$ cat src/hdl/plt_pkg.sv
`default_nettype none

package plt_pkg;

    localparam int TABLE_DEPTH        = 16;
    localparam int PENDING_DEPTH      = 16;
    localparam int DEFAULT_MISS_LIMIT = 5;

    localparam int ADDR_W    = 32;
    localparam int MISS_W    = 4;
    localparam int TBL_IDX_W = $clog2(TABLE_DEPTH);
    localparam int TBL_CNT_W = $clog2(TABLE_DEPTH + 1);
    localparam int PND_IDX_W = $clog2(PENDING_DEPTH);
    localparam int PND_CNT_W = $clog2(PENDING_DEPTH + 1);
    localparam int WALK_W    = (TBL_CNT_W > PND_CNT_W) ? TBL_CNT_W : PND_CNT_W;

    localparam logic [MISS_W-1:0] MISS_MAX   = '1;
    localparam logic [MISS_W-1:0] MISS_RESET = MISS_W'(DEFAULT_MISS_LIMIT);

    typedef enum logic [1:0] {
        KIND_REPORT    = 2'd0,
        KIND_END_ROUND = 2'd1,
        KIND_FLUSH     = 2'd2,
        KIND_UNUSED    = 2'd3
    } kind_t;

    typedef enum logic [1:0] {
        EV_DISCONNECT = 2'd0,
        EV_MEMBER     = 2'd1,
        EV_EMPTY      = 2'd2
    } event_t;

    typedef enum logic [3:0] {
        S_IDLE,
        S_T_RD,
        S_T_CMP,
        S_P_RD,
        S_P_CMP,
        S_E_RD,
        S_E_PROC,
        S_A_RD,
        S_A_WR,
        S_L_RD,
        S_L_EMIT,
        S_F_RD,
        S_F_EMIT
    } state_t;

    typedef struct packed {
        logic   load_item;
        logic   idx_clr;
        logic   idx_inc;
        logic   tbl_rd;
        logic   pnd_rd;
        logic   set_seen;
        logic   pnd_push;
        logic   keep_wr;
        logic   commit_w;
        logic   app_wr;
        logic   clr_round;
        logic   clr_table;
        logic   miss_clr;
        logic   emit;
        event_t emit_ev;
        logic   emit_last;
    } cmd_t;

    typedef struct packed {
        logic tbl_end;
        logic pnd_end;
        logic tbl_full;
        logic tbl_empty;
        logic key_match;
        logic pnd_match;
        logic drop;
        logic idx_final;
        logic out_free;
    } stat_t;

endpackage

`default_nettype wire

$ cat src/hdl/peer_liveness_table.sv
// Peer report: scans the table entries, then the pending queue entries;
//   the table lookup and queue lookup each use the single read port of their memory.
// End of round: ages and compacts the table, appends the queued addresses (skipped once
//   the table is full), then emits member beats or one empty-list beat; waits under out_stall.
// Flush: emits a disconnect beat per entry, then empties the table. One item in flight at a time.
// Reset: table and queue empty, seen bits and miss counts zero, miss_limit 5.
`default_nettype none

module peer_liveness_table (
    input  wire logic                        clk,
    input  wire logic                        rst_n,
    input  wire logic                        in_valid,
    output logic                             in_stall,
    input  wire logic [1:0]                  kind,
    input  wire logic [plt_pkg::ADDR_W-1:0]  peer_addr,
    input  wire logic                        cfg_we,
    input  wire logic [plt_pkg::MISS_W-1:0]  cfg_wdata,
    output logic                             out_valid,
    input  wire logic                        out_stall,
    output logic [1:0]                       event_res,
    output logic [plt_pkg::ADDR_W-1:0]       peer_addr_out,
    output logic                             last
);

    plt_pkg::cmd_t  cmd;
    plt_pkg::stat_t stat;

    plt_ctrl u_ctrl (
        .clk      (clk),
        .rst_n    (rst_n),
        .in_valid (in_valid),
        .kind     (kind),
        .in_stall (in_stall),
        .stat     (stat),
        .cmd      (cmd)
    );

    plt_dpath u_dpath (
        .clk           (clk),
        .rst_n         (rst_n),
        .peer_addr     (peer_addr),
        .cfg_we        (cfg_we),
        .cfg_wdata     (cfg_wdata),
        .cmd           (cmd),
        .stat          (stat),
        .out_valid     (out_valid),
        .out_stall     (out_stall),
        .event_res     (event_res),
        .peer_addr_out (peer_addr_out),
        .last          (last)
    );

`ifndef SYNTHESIS
    a_empty_is_last: assert property (@(posedge clk) disable iff (!rst_n)
        (out_valid && (event_res == plt_pkg::EV_EMPTY)) |-> (last && (peer_addr_out == '0)))
        else $error("empty list beat not final or address nonzero");

    a_emit_needs_room: assert property (@(posedge clk) disable iff (!rst_n)
        cmd.emit |-> stat.out_free)
        else $error("result loaded over an unread beat");

    a_idle_no_emit: assert property (@(posedge clk) disable iff (!rst_n)
        !in_stall |-> !cmd.emit)
        else $error("result produced while controller idle");

    a_append_not_full: assert property (@(posedge clk) disable iff (!rst_n)
        cmd.app_wr |-> !stat.tbl_full)
        else $error("append into full table");
`endif

endmodule

`default_nettype wire

$ cat src/hdl/plt_ctrl.sv
`default_nettype none

module plt_ctrl (
    input  wire logic          clk,
    input  wire logic          rst_n,
    input  wire logic          in_valid,
    input  wire logic [1:0]    kind,
    output logic               in_stall,
    input  wire plt_pkg::stat_t stat,
    output plt_pkg::cmd_t      cmd
);

    plt_pkg::state_t state_reg;
    plt_pkg::state_t state_next;

    always_ff @(posedge clk or negedge rst_n)
    begin
        if (!rst_n)
        begin
            state_reg <= plt_pkg::S_IDLE;
        end
        else
        begin
            state_reg <= state_next;
        end
    end

    always_comb
    begin
        cmd         = '0;
        cmd.emit_ev = plt_pkg::EV_DISCONNECT;
        state_next  = state_reg;
        in_stall    = (state_reg != plt_pkg::S_IDLE);

        unique case (state_reg)
            plt_pkg::S_IDLE:
            begin
                if (in_valid)
                begin
                    cmd.load_item = 1'b1;
                    unique case (plt_pkg::kind_t'(kind))
                        plt_pkg::KIND_REPORT:    state_next = plt_pkg::S_T_RD;
                        plt_pkg::KIND_END_ROUND: state_next = plt_pkg::S_E_RD;
                        plt_pkg::KIND_FLUSH:     state_next = plt_pkg::S_F_RD;
                        plt_pkg::KIND_UNUSED:    state_next = plt_pkg::S_IDLE;
                    endcase
                end
            end

            // report: look up the table, then the pending queue
            plt_pkg::S_T_RD:
            begin
                if (stat.tbl_end)
                begin
                    cmd.idx_clr = 1'b1;
                    state_next  = plt_pkg::S_P_RD;
                end
                else
                begin
                    cmd.tbl_rd = 1'b1;
                    state_next = plt_pkg::S_T_CMP;
                end
            end

            plt_pkg::S_T_CMP:
            begin
                if (stat.key_match)
                begin
                    cmd.set_seen = 1'b1;
                    state_next   = plt_pkg::S_IDLE;
                end
                else
                begin
                    cmd.idx_inc = 1'b1;
                    state_next  = plt_pkg::S_T_RD;
                end
            end

            plt_pkg::S_P_RD:
            begin
                if (stat.pnd_end)
                begin
                    cmd.pnd_push = 1'b1;
                    state_next   = plt_pkg::S_IDLE;
                end
                else
                begin
                    cmd.pnd_rd = 1'b1;
                    state_next = plt_pkg::S_P_CMP;
                end
            end

            plt_pkg::S_P_CMP:
            begin
                if (stat.pnd_match)
                begin
                    state_next = plt_pkg::S_IDLE;
                end
                else
                begin
                    cmd.idx_inc = 1'b1;
                    state_next  = plt_pkg::S_P_RD;
                end
            end

            // end of round: age and compact the table
            plt_pkg::S_E_RD:
            begin
                if (stat.tbl_end)
                begin
                    cmd.commit_w = 1'b1;
                    cmd.idx_clr  = 1'b1;
                    state_next   = plt_pkg::S_A_RD;
                end
                else
                begin
                    cmd.tbl_rd = 1'b1;
                    state_next = plt_pkg::S_E_PROC;
                end
            end

            plt_pkg::S_E_PROC:
            begin
                if (stat.drop)
                begin
                    if (stat.out_free)
                    begin
                        cmd.emit    = 1'b1;
                        cmd.idx_inc = 1'b1;
                        state_next  = plt_pkg::S_E_RD;
                    end
                end
                else
                begin
                    cmd.keep_wr = 1'b1;
                    cmd.idx_inc = 1'b1;
                    state_next  = plt_pkg::S_E_RD;
                end
            end

            // append the queued addresses
            plt_pkg::S_A_RD:
            begin
                if (stat.pnd_end)
                begin
                    cmd.clr_round = 1'b1;
                    cmd.idx_clr   = 1'b1;
                    state_next    = plt_pkg::S_L_RD;
                end
                else if (stat.tbl_full)
                begin
                    cmd.idx_inc = 1'b1;
                end
                else
                begin
                    cmd.pnd_rd = 1'b1;
                    state_next = plt_pkg::S_A_WR;
                end
            end

            plt_pkg::S_A_WR:
            begin
                cmd.app_wr  = 1'b1;
                cmd.idx_inc = 1'b1;
                state_next  = plt_pkg::S_A_RD;
            end

            // member list
            plt_pkg::S_L_RD:
            begin
                if (stat.tbl_empty)
                begin
                    if (stat.out_free)
                    begin
                        cmd.emit      = 1'b1;
                        cmd.emit_ev   = plt_pkg::EV_EMPTY;
                        cmd.emit_last = 1'b1;
                        state_next    = plt_pkg::S_IDLE;
                    end
                end
                else
                begin
                    cmd.tbl_rd = 1'b1;
                    state_next = plt_pkg::S_L_EMIT;
                end
            end

            plt_pkg::S_L_EMIT:
            begin
                if (stat.out_free)
                begin
                    cmd.emit      = 1'b1;
                    cmd.emit_ev   = plt_pkg::EV_MEMBER;
                    cmd.emit_last = stat.idx_final;
                    cmd.idx_inc   = 1'b1;
                    state_next    = stat.idx_final ? plt_pkg::S_IDLE : plt_pkg::S_L_RD;
                end
            end

            // flush
            plt_pkg::S_F_RD:
            begin
                if (stat.tbl_end)
                begin
                    cmd.clr_round = 1'b1;
                    cmd.clr_table = 1'b1;
                    state_next    = plt_pkg::S_IDLE;
                end
                else
                begin
                    cmd.tbl_rd = 1'b1;
                    state_next = plt_pkg::S_F_EMIT;
                end
            end

            plt_pkg::S_F_EMIT:
            begin
                if (stat.out_free)
                begin
                    cmd.emit      = 1'b1;
                    cmd.emit_last = stat.idx_final;
                    cmd.miss_clr  = 1'b1;
                    cmd.idx_inc   = 1'b1;
                    state_next    = plt_pkg::S_F_RD;
                end
            end

            default:
            begin
                state_next = plt_pkg::S_IDLE;
            end
        endcase
    end

endmodule

`default_nettype wire

$ cat src/hdl/plt_dpath.sv
`default_nettype none

module plt_dpath (
    input  wire logic                        clk,
    input  wire logic                        rst_n,
    input  wire logic [plt_pkg::ADDR_W-1:0]  peer_addr,
    input  wire logic                        cfg_we,
    input  wire logic [plt_pkg::MISS_W-1:0]  cfg_wdata,
    input  wire plt_pkg::cmd_t               cmd,
    output plt_pkg::stat_t                   stat,
    output logic                             out_valid,
    input  wire logic                        out_stall,
    output logic [1:0]                       event_res,
    output logic [plt_pkg::ADDR_W-1:0]       peer_addr_out,
    output logic                             last
);

    localparam int AW = plt_pkg::ADDR_W;
    localparam int MW = plt_pkg::MISS_W;
    localparam int TI = plt_pkg::TBL_IDX_W;
    localparam int TC = plt_pkg::TBL_CNT_W;
    localparam int PI = plt_pkg::PND_IDX_W;
    localparam int PC = plt_pkg::PND_CNT_W;
    localparam int WW = plt_pkg::WALK_W;

    logic [AW-1:0] key_mem [plt_pkg::TABLE_DEPTH];
    logic [AW-1:0] pnd_mem [plt_pkg::PENDING_DEPTH];
    logic [AW-1:0] key_rdata_reg;
    logic [AW-1:0] pnd_rdata_reg;

    logic [MW-1:0] miss_reg [plt_pkg::TABLE_DEPTH];
    logic [plt_pkg::TABLE_DEPTH-1:0] seen_reg;

    logic [TC-1:0] peer_count_reg;
    logic [PC-1:0] pending_count_reg;
    logic [WW-1:0] idx_reg;
    logic [TC-1:0] w_reg;
    logic [AW-1:0] addr_reg;
    logic [MW-1:0] miss_limit_reg;

    logic                 out_valid_reg;
    plt_pkg::event_t      out_event_reg;
    logic [AW-1:0]        out_addr_reg;
    logic                 out_last_reg;

    logic [TI-1:0] idx_t;
    logic [PI-1:0] idx_p;
    logic          key_we;
    logic [TI-1:0] key_waddr;
    logic [AW-1:0] key_wdata;
    logic [MW-1:0] miss_cur;
    logic [MW-1:0] miss_inc;
    logic [MW-1:0] keep_count;
    logic          out_free;

    assign idx_t = idx_reg[TI-1:0];
    assign idx_p = idx_reg[PI-1:0];

    // saturating miss count of the entry under the walk
    assign miss_cur   = miss_reg[idx_t];
    assign miss_inc   = (miss_cur == plt_pkg::MISS_MAX) ? miss_cur : miss_cur + MW'(1);
    assign keep_count = seen_reg[idx_t] ? '0 : miss_inc;

    assign out_free = !out_valid_reg || !out_stall;

    always_comb
    begin
        stat.tbl_end   = (idx_reg >= WW'(peer_count_reg));
        stat.pnd_end   = (idx_reg >= WW'(pending_count_reg));
        stat.tbl_full  = (peer_count_reg == TC'(plt_pkg::TABLE_DEPTH));
        stat.tbl_empty = (peer_count_reg == '0);
        stat.key_match = (key_rdata_reg == addr_reg);
        stat.pnd_match = (pnd_rdata_reg == addr_reg);
        stat.drop      = !seen_reg[idx_t] && (miss_inc >= miss_limit_reg);
        stat.idx_final = ((idx_reg + WW'(1)) == WW'(peer_count_reg));
        stat.out_free  = out_free;
    end

    // compaction writes at the keep pointer, append writes at the table end
    assign key_we    = cmd.keep_wr || cmd.app_wr;
    assign key_waddr = cmd.keep_wr ? w_reg[TI-1:0] : peer_count_reg[TI-1:0];
    assign key_wdata = cmd.keep_wr ? key_rdata_reg : pnd_rdata_reg;

    always_ff @(posedge clk)
    begin
        if (key_we)
        begin
            key_mem[key_waddr] <= key_wdata;
        end
        if (cmd.tbl_rd)
        begin
            key_rdata_reg <= key_mem[idx_t];
        end
    end

    always_ff @(posedge clk)
    begin
        if (cmd.pnd_push && (pending_count_reg != PC'(plt_pkg::PENDING_DEPTH)))
        begin
            pnd_mem[pending_count_reg[PI-1:0]] <= addr_reg;
        end
        if (cmd.pnd_rd)
        begin
            pnd_rdata_reg <= pnd_mem[idx_p];
        end
    end

    always_ff @(posedge clk or negedge rst_n)
    begin
        if (!rst_n)
        begin
            for (int i = 0; i < plt_pkg::TABLE_DEPTH; i++)
            begin
                miss_reg[i] <= '0;
            end
        end
        else
        begin
            if (cmd.keep_wr)
            begin
                miss_reg[w_reg[TI-1:0]] <= keep_count;
            end
            else if (cmd.app_wr)
            begin
                miss_reg[peer_count_reg[TI-1:0]] <= '0;
            end
            else if (cmd.miss_clr)
            begin
                miss_reg[idx_t] <= '0;
            end
        end
    end

    always_ff @(posedge clk or negedge rst_n)
    begin
        if (!rst_n)
        begin
            seen_reg          <= '0;
            peer_count_reg    <= '0;
            pending_count_reg <= '0;
            idx_reg           <= '0;
            w_reg             <= '0;
            miss_limit_reg    <= plt_pkg::MISS_RESET;
        end
        else
        begin
            if (cfg_we)
            begin
                miss_limit_reg <= cfg_wdata;
            end

            if (cmd.load_item || cmd.idx_clr)
            begin
                idx_reg <= '0;
            end
            else if (cmd.idx_inc)
            begin
                idx_reg <= idx_reg + WW'(1);
            end

            if (cmd.load_item)
            begin
                w_reg <= '0;
            end
            else if (cmd.keep_wr)
            begin
                w_reg <= w_reg + TC'(1);
            end

            if (cmd.clr_round)
            begin
                seen_reg <= '0;
            end
            else if (cmd.set_seen)
            begin
                seen_reg[idx_t] <= 1'b1;
            end

            if (cmd.clr_round)
            begin
                pending_count_reg <= '0;
            end
            else if (cmd.pnd_push && (pending_count_reg != PC'(plt_pkg::PENDING_DEPTH)))
            begin
                pending_count_reg <= pending_count_reg + PC'(1);
            end

            if (cmd.clr_table)
            begin
                peer_count_reg <= '0;
            end
            else if (cmd.commit_w)
            begin
                peer_count_reg <= w_reg;
            end
            else if (cmd.app_wr)
            begin
                peer_count_reg <= peer_count_reg + TC'(1);
            end
        end
    end

    always_ff @(posedge clk)
    begin
        if (cmd.load_item)
        begin
            addr_reg <= peer_addr;
        end
    end

    // output register: a beat waits here while the walk goes on
    always_ff @(posedge clk or negedge rst_n)
    begin
        if (!rst_n)
        begin
            out_valid_reg <= 1'b0;
        end
        else if (cmd.emit)
        begin
            out_valid_reg <= 1'b1;
        end
        else if (!out_stall)
        begin
            out_valid_reg <= 1'b0;
        end
    end

    always_ff @(posedge clk)
    begin
        if (cmd.emit)
        begin
            out_event_reg <= cmd.emit_ev;
            out_addr_reg  <= (cmd.emit_ev == plt_pkg::EV_EMPTY) ? '0 : key_rdata_reg;
            out_last_reg  <= cmd.emit_last;
        end
    end

    assign out_valid     = out_valid_reg;
    assign event_res     = out_event_reg;
    assign peer_addr_out = out_addr_reg;
    assign last          = out_last_reg;

endmodule

`default_nettype wire

$ cat config.mk
export PLATFORM = sky130hd
export DESIGN_NAME = peer_liveness_table
export DESIGN_NICKNAME = d
export VERILOG_FILES = /design/src/hdl/plt_pkg.sv /design/src/hdl/peer_liveness_table.sv /design/src/hdl/plt_ctrl.sv /design/src/hdl/plt_dpath.sv
export SDC_FILE = /design/constraint.sdc
export NUM_CORES = 1
export LEC_CHECK = 0
export BUFFER_PORTS_ARGS = -buffer_cell sky130_fd_sc_hd__buf_2
export CAP_MARGIN = 20
export CORE_ASPECT_RATIO = 0.9
export CORE_UTILIZATION = 35
export DETAILED_ROUTE_END_ITERATION = 10
export GPL_ROUTABILITY_DRIVEN = 0
export PLACE_DENSITY = 0.51
export SLEW_MARGIN = 15
export SYNTH_ARGS = -nofsm -noshare
export SYNTH_HDL_FRONTEND = slang
export SYNTH_SLANG_ARGS = --single-unit
$ cat constraint.sdc
create_clock -name clk -period 8.3 [get_ports clk]
set_input_delay 1.245 -clock clk [delete_from_list [all_inputs] [get_ports clk]]
set_output_delay 1.245 -clock clk [all_outputs]
set_load 0.02 [all_outputs]
==> metrics.cfg <==
[run_status]
status=finished, final reports clean

[floorplan]
io_pins=80
rows=131
die_y_um=362
die_w_um=402
start_util=0.354
die-area_um2=145000
core-area_um2=142000

[layout]
syn_to_final_growth_pct=14.6
fin_nets=2645
drive_above_1_share=0.282
instances_no_fill=4541
nFillCells=12400

[timing]
fmax_mhz=170
whs_ps=434
report.final.slew_viol_count=0
worst_pin_slew_ps=1130
setup_violations=0
skew_ps=42.6
post-route-period-util=0.707
min_period_ps=5870
max_slew_margin=0.247
rsz0062_at_grt=false
hold_viol_final=0
finalSetupTns_ps=0

[placement]
dpl.cell_count=4294
portBuffers=79
hpwl_um=78700

[critical_path]
worstPathRequired_ps=8770
critPathKind=reg -> reg
startpoint_type=flop
rrSetupSlack_ps=2430
rr_worst_depth=14
arrival_ps=6340
cp-end-kind=flop
worst-path-max-fanout=36

[yosys]
synthFlopType=edfxtp_1
async_flop_share=0.0862
syn-cell-area_um2=50300
yosys_warnings=0
synthesis.nets=2491
ys_types=65
avgSynthCellArea_um2=20.8
ys_ff_latch=1264
yosysSeqAreaShare=0.744
synth_edf_count=1155
synth_cells=2417

[min_path]
min_path_type=in -> async

[cts]
numCtsBuffers=136
clk_latency_ps=780
clkTransAtPathRegs_ps=60
htreeDepth=4
cts_resized=0
clkSinkCount=1264
clock_path_buffers=3
cts_tree=yes
cts_root_buffer=clkbuf_16
ctsHoldBuffers=0
post_cts_buffers=0

[grt]
first_global_vias=25800
track_usage=0.185
grt_pass1_wl_um=191000
grt_max_degree=106
overflow=0
antenna_found_initial=16

[routing]
ant_nets=0
post_drt_wl_per_cell_um=29.5
viasPerCell=5.49
first_iter_violations=2589
drcViolationCount=0
wirelength_um=134000
num_vias=24900
firstDrtPassIters=5

[run]
maxCapViolCount=0

[power_and_ir_drop]
peakVddDrop_mv=0.251
p_leak_nw=18.5
power_density_nw_per_um2=328

critical path, cell delays in order, from the launching register on:
cell      delay, ps
dfrtp_4         930
mux4_2          600
mux4_2          540
ha_1            250
inv_1            80
nor2_1           50
a21oi_1         190
ha_1            250
or2_2           270
a21oi_1         160
a21oi_1         100
a21boi_4        420
a31oi_1         440
nor2_4          900
buf_4           360
cell families (layout without fill, tap and decap cells):
family | count (synthesis) | after routing | synth area share
compound gates | 194 | 194 | 0.0276
xor+xnor | 78 | 78 | 0.0136
fa+ha+maj | 31 | 31 | 0.00771
buf+inv | 158 | 418 | 0.0136
flops | 1264 | 1264 | 0.744
mux | 393 | 393 | 0.164
other cells | 0 | 2 | 0
simple gates | 299 | 299 | 0.0295
where the power goes:
| part | switching (W) | total [W] | leakage (nW) | internal [W] |
|---|---|---|---|---|
| Combinational | 0.00242 | 0.00441 | 4.53 | 0.00200 |
| Sequential | 0.000784 | 0.00860 | 11.9 | 0.00781 |
| Clock | 0.00253 | 0.00591 | 2.10 | 0.00338 |
cell type report:
class | count | area (um2) | share of cell area
flip-flops and latches | 1264 | 37400 | 0.649
multi-input cells | 995 | 12500 | 0.216
clock buffers | 168 | 3640 | 0.0631
well taps | 1862 | 2330 | 0.0404
repair buffers | 146 | 995 | 0.0173
clock inverters | 76 | 681 | 0.0118
inverters | 28 | 105 | 0.00182
diodes | 2 | 5.00 | 0.0000868
Yosys cell counts (34+ instances only):
library cell / number / area [um2]
a22o_1: 60 / 526
nor2_1: 89 / 334
dfrtp_1: 107 / 2680
mux4_2: 342 / 7700
clkbuf_1: 71 / 267
xnor2_1: 74 / 648
mux2_2: 34 / 383
nand3_1: 36 / 180
edfxtp_1: 1155 / 34700
nand2_1: 46 / 173
a21oi_1: 36 / 180
and2_1: 38 / 238
layer usage:
metal  GRT usage  wire, um  vias up
met3      0.0483     10300      194
li1            -         -    10300
met4      0.0518      2850        0
met1       0.260     58400    13500
met5           0         0        -
met2       0.283     62200      952
path summary, 6_finish.rpt:
kind / from / to
max in group asynchronous: rst_n / u_dpath.seen_reg[4]$_DFFE_PN0P_
max reg2reg: u_dpath.idx_reg[0]$_DFFE_PN0P_ / u_dpath.key_mem[15][21]$_DFFE_PP_
min: rst_n / u_dpath.miss_reg[57]$_DFFE_PN0P_
max: u_dpath.idx_reg[0]$_DFFE_PN0P_ / u_dpath.key_mem[15][21]$_DFFE_PP_
min in group clk: u_dpath.seen_reg[15]$_DFFE_PN0P_ / u_dpath.seen_reg[15]$_DFFE_PN0P_
min reg2reg: u_dpath.seen_reg[15]$_DFFE_PN0P_ / u_dpath.seen_reg[15]$_DFFE_PN0P_
metrics by stage:
| step | power (W) | area [um2] | util | setup WS, ps |
|---|---|---|---|---|
| 2_1_floorplan | 0.0115 | 50300 | - | 1110 |
| 3_3_place_gp | 0.0131 | 53300 | 0.375 | 2330 |
| 3_5_place_dp | 0.0132 | 53300 | 0.375 | 2330 |
| 4_1_cts | 0.0191 | 57600 | 0.405 | 2310 |
| 5_1_grt | 0.0197 | 57700 | 0.406 | 1960 |
| 6_report | 0.0189 | 57700 | 0.406 | 2430 |
placed cells by master, fill, tap and decap left out, types with 20 or more instances in the layout:
master,netlist,layout
clkinv_1,1,40
nand4_1,20,20
a22o_1,60,60
dfrtp_1,107,103
mux2_2,34,34
nand3_1,36,35
nor2_1,89,60
buf_2,20,78
nand2_1,46,46
buf_4,1,60
inv_1,26,26
ha_1,31,31
o21ai_0,26,26
edfxtp_1,1155,1155
clkbuf_16,0,141
and2_1,38,38
nor2_4,0,29
mux4_2,342,342
a31oi_1,21,21
clkbuf_1,71,26
a21oi_1,36,35
xnor2_1,74,74
Power figures use the tool's default switching activity.
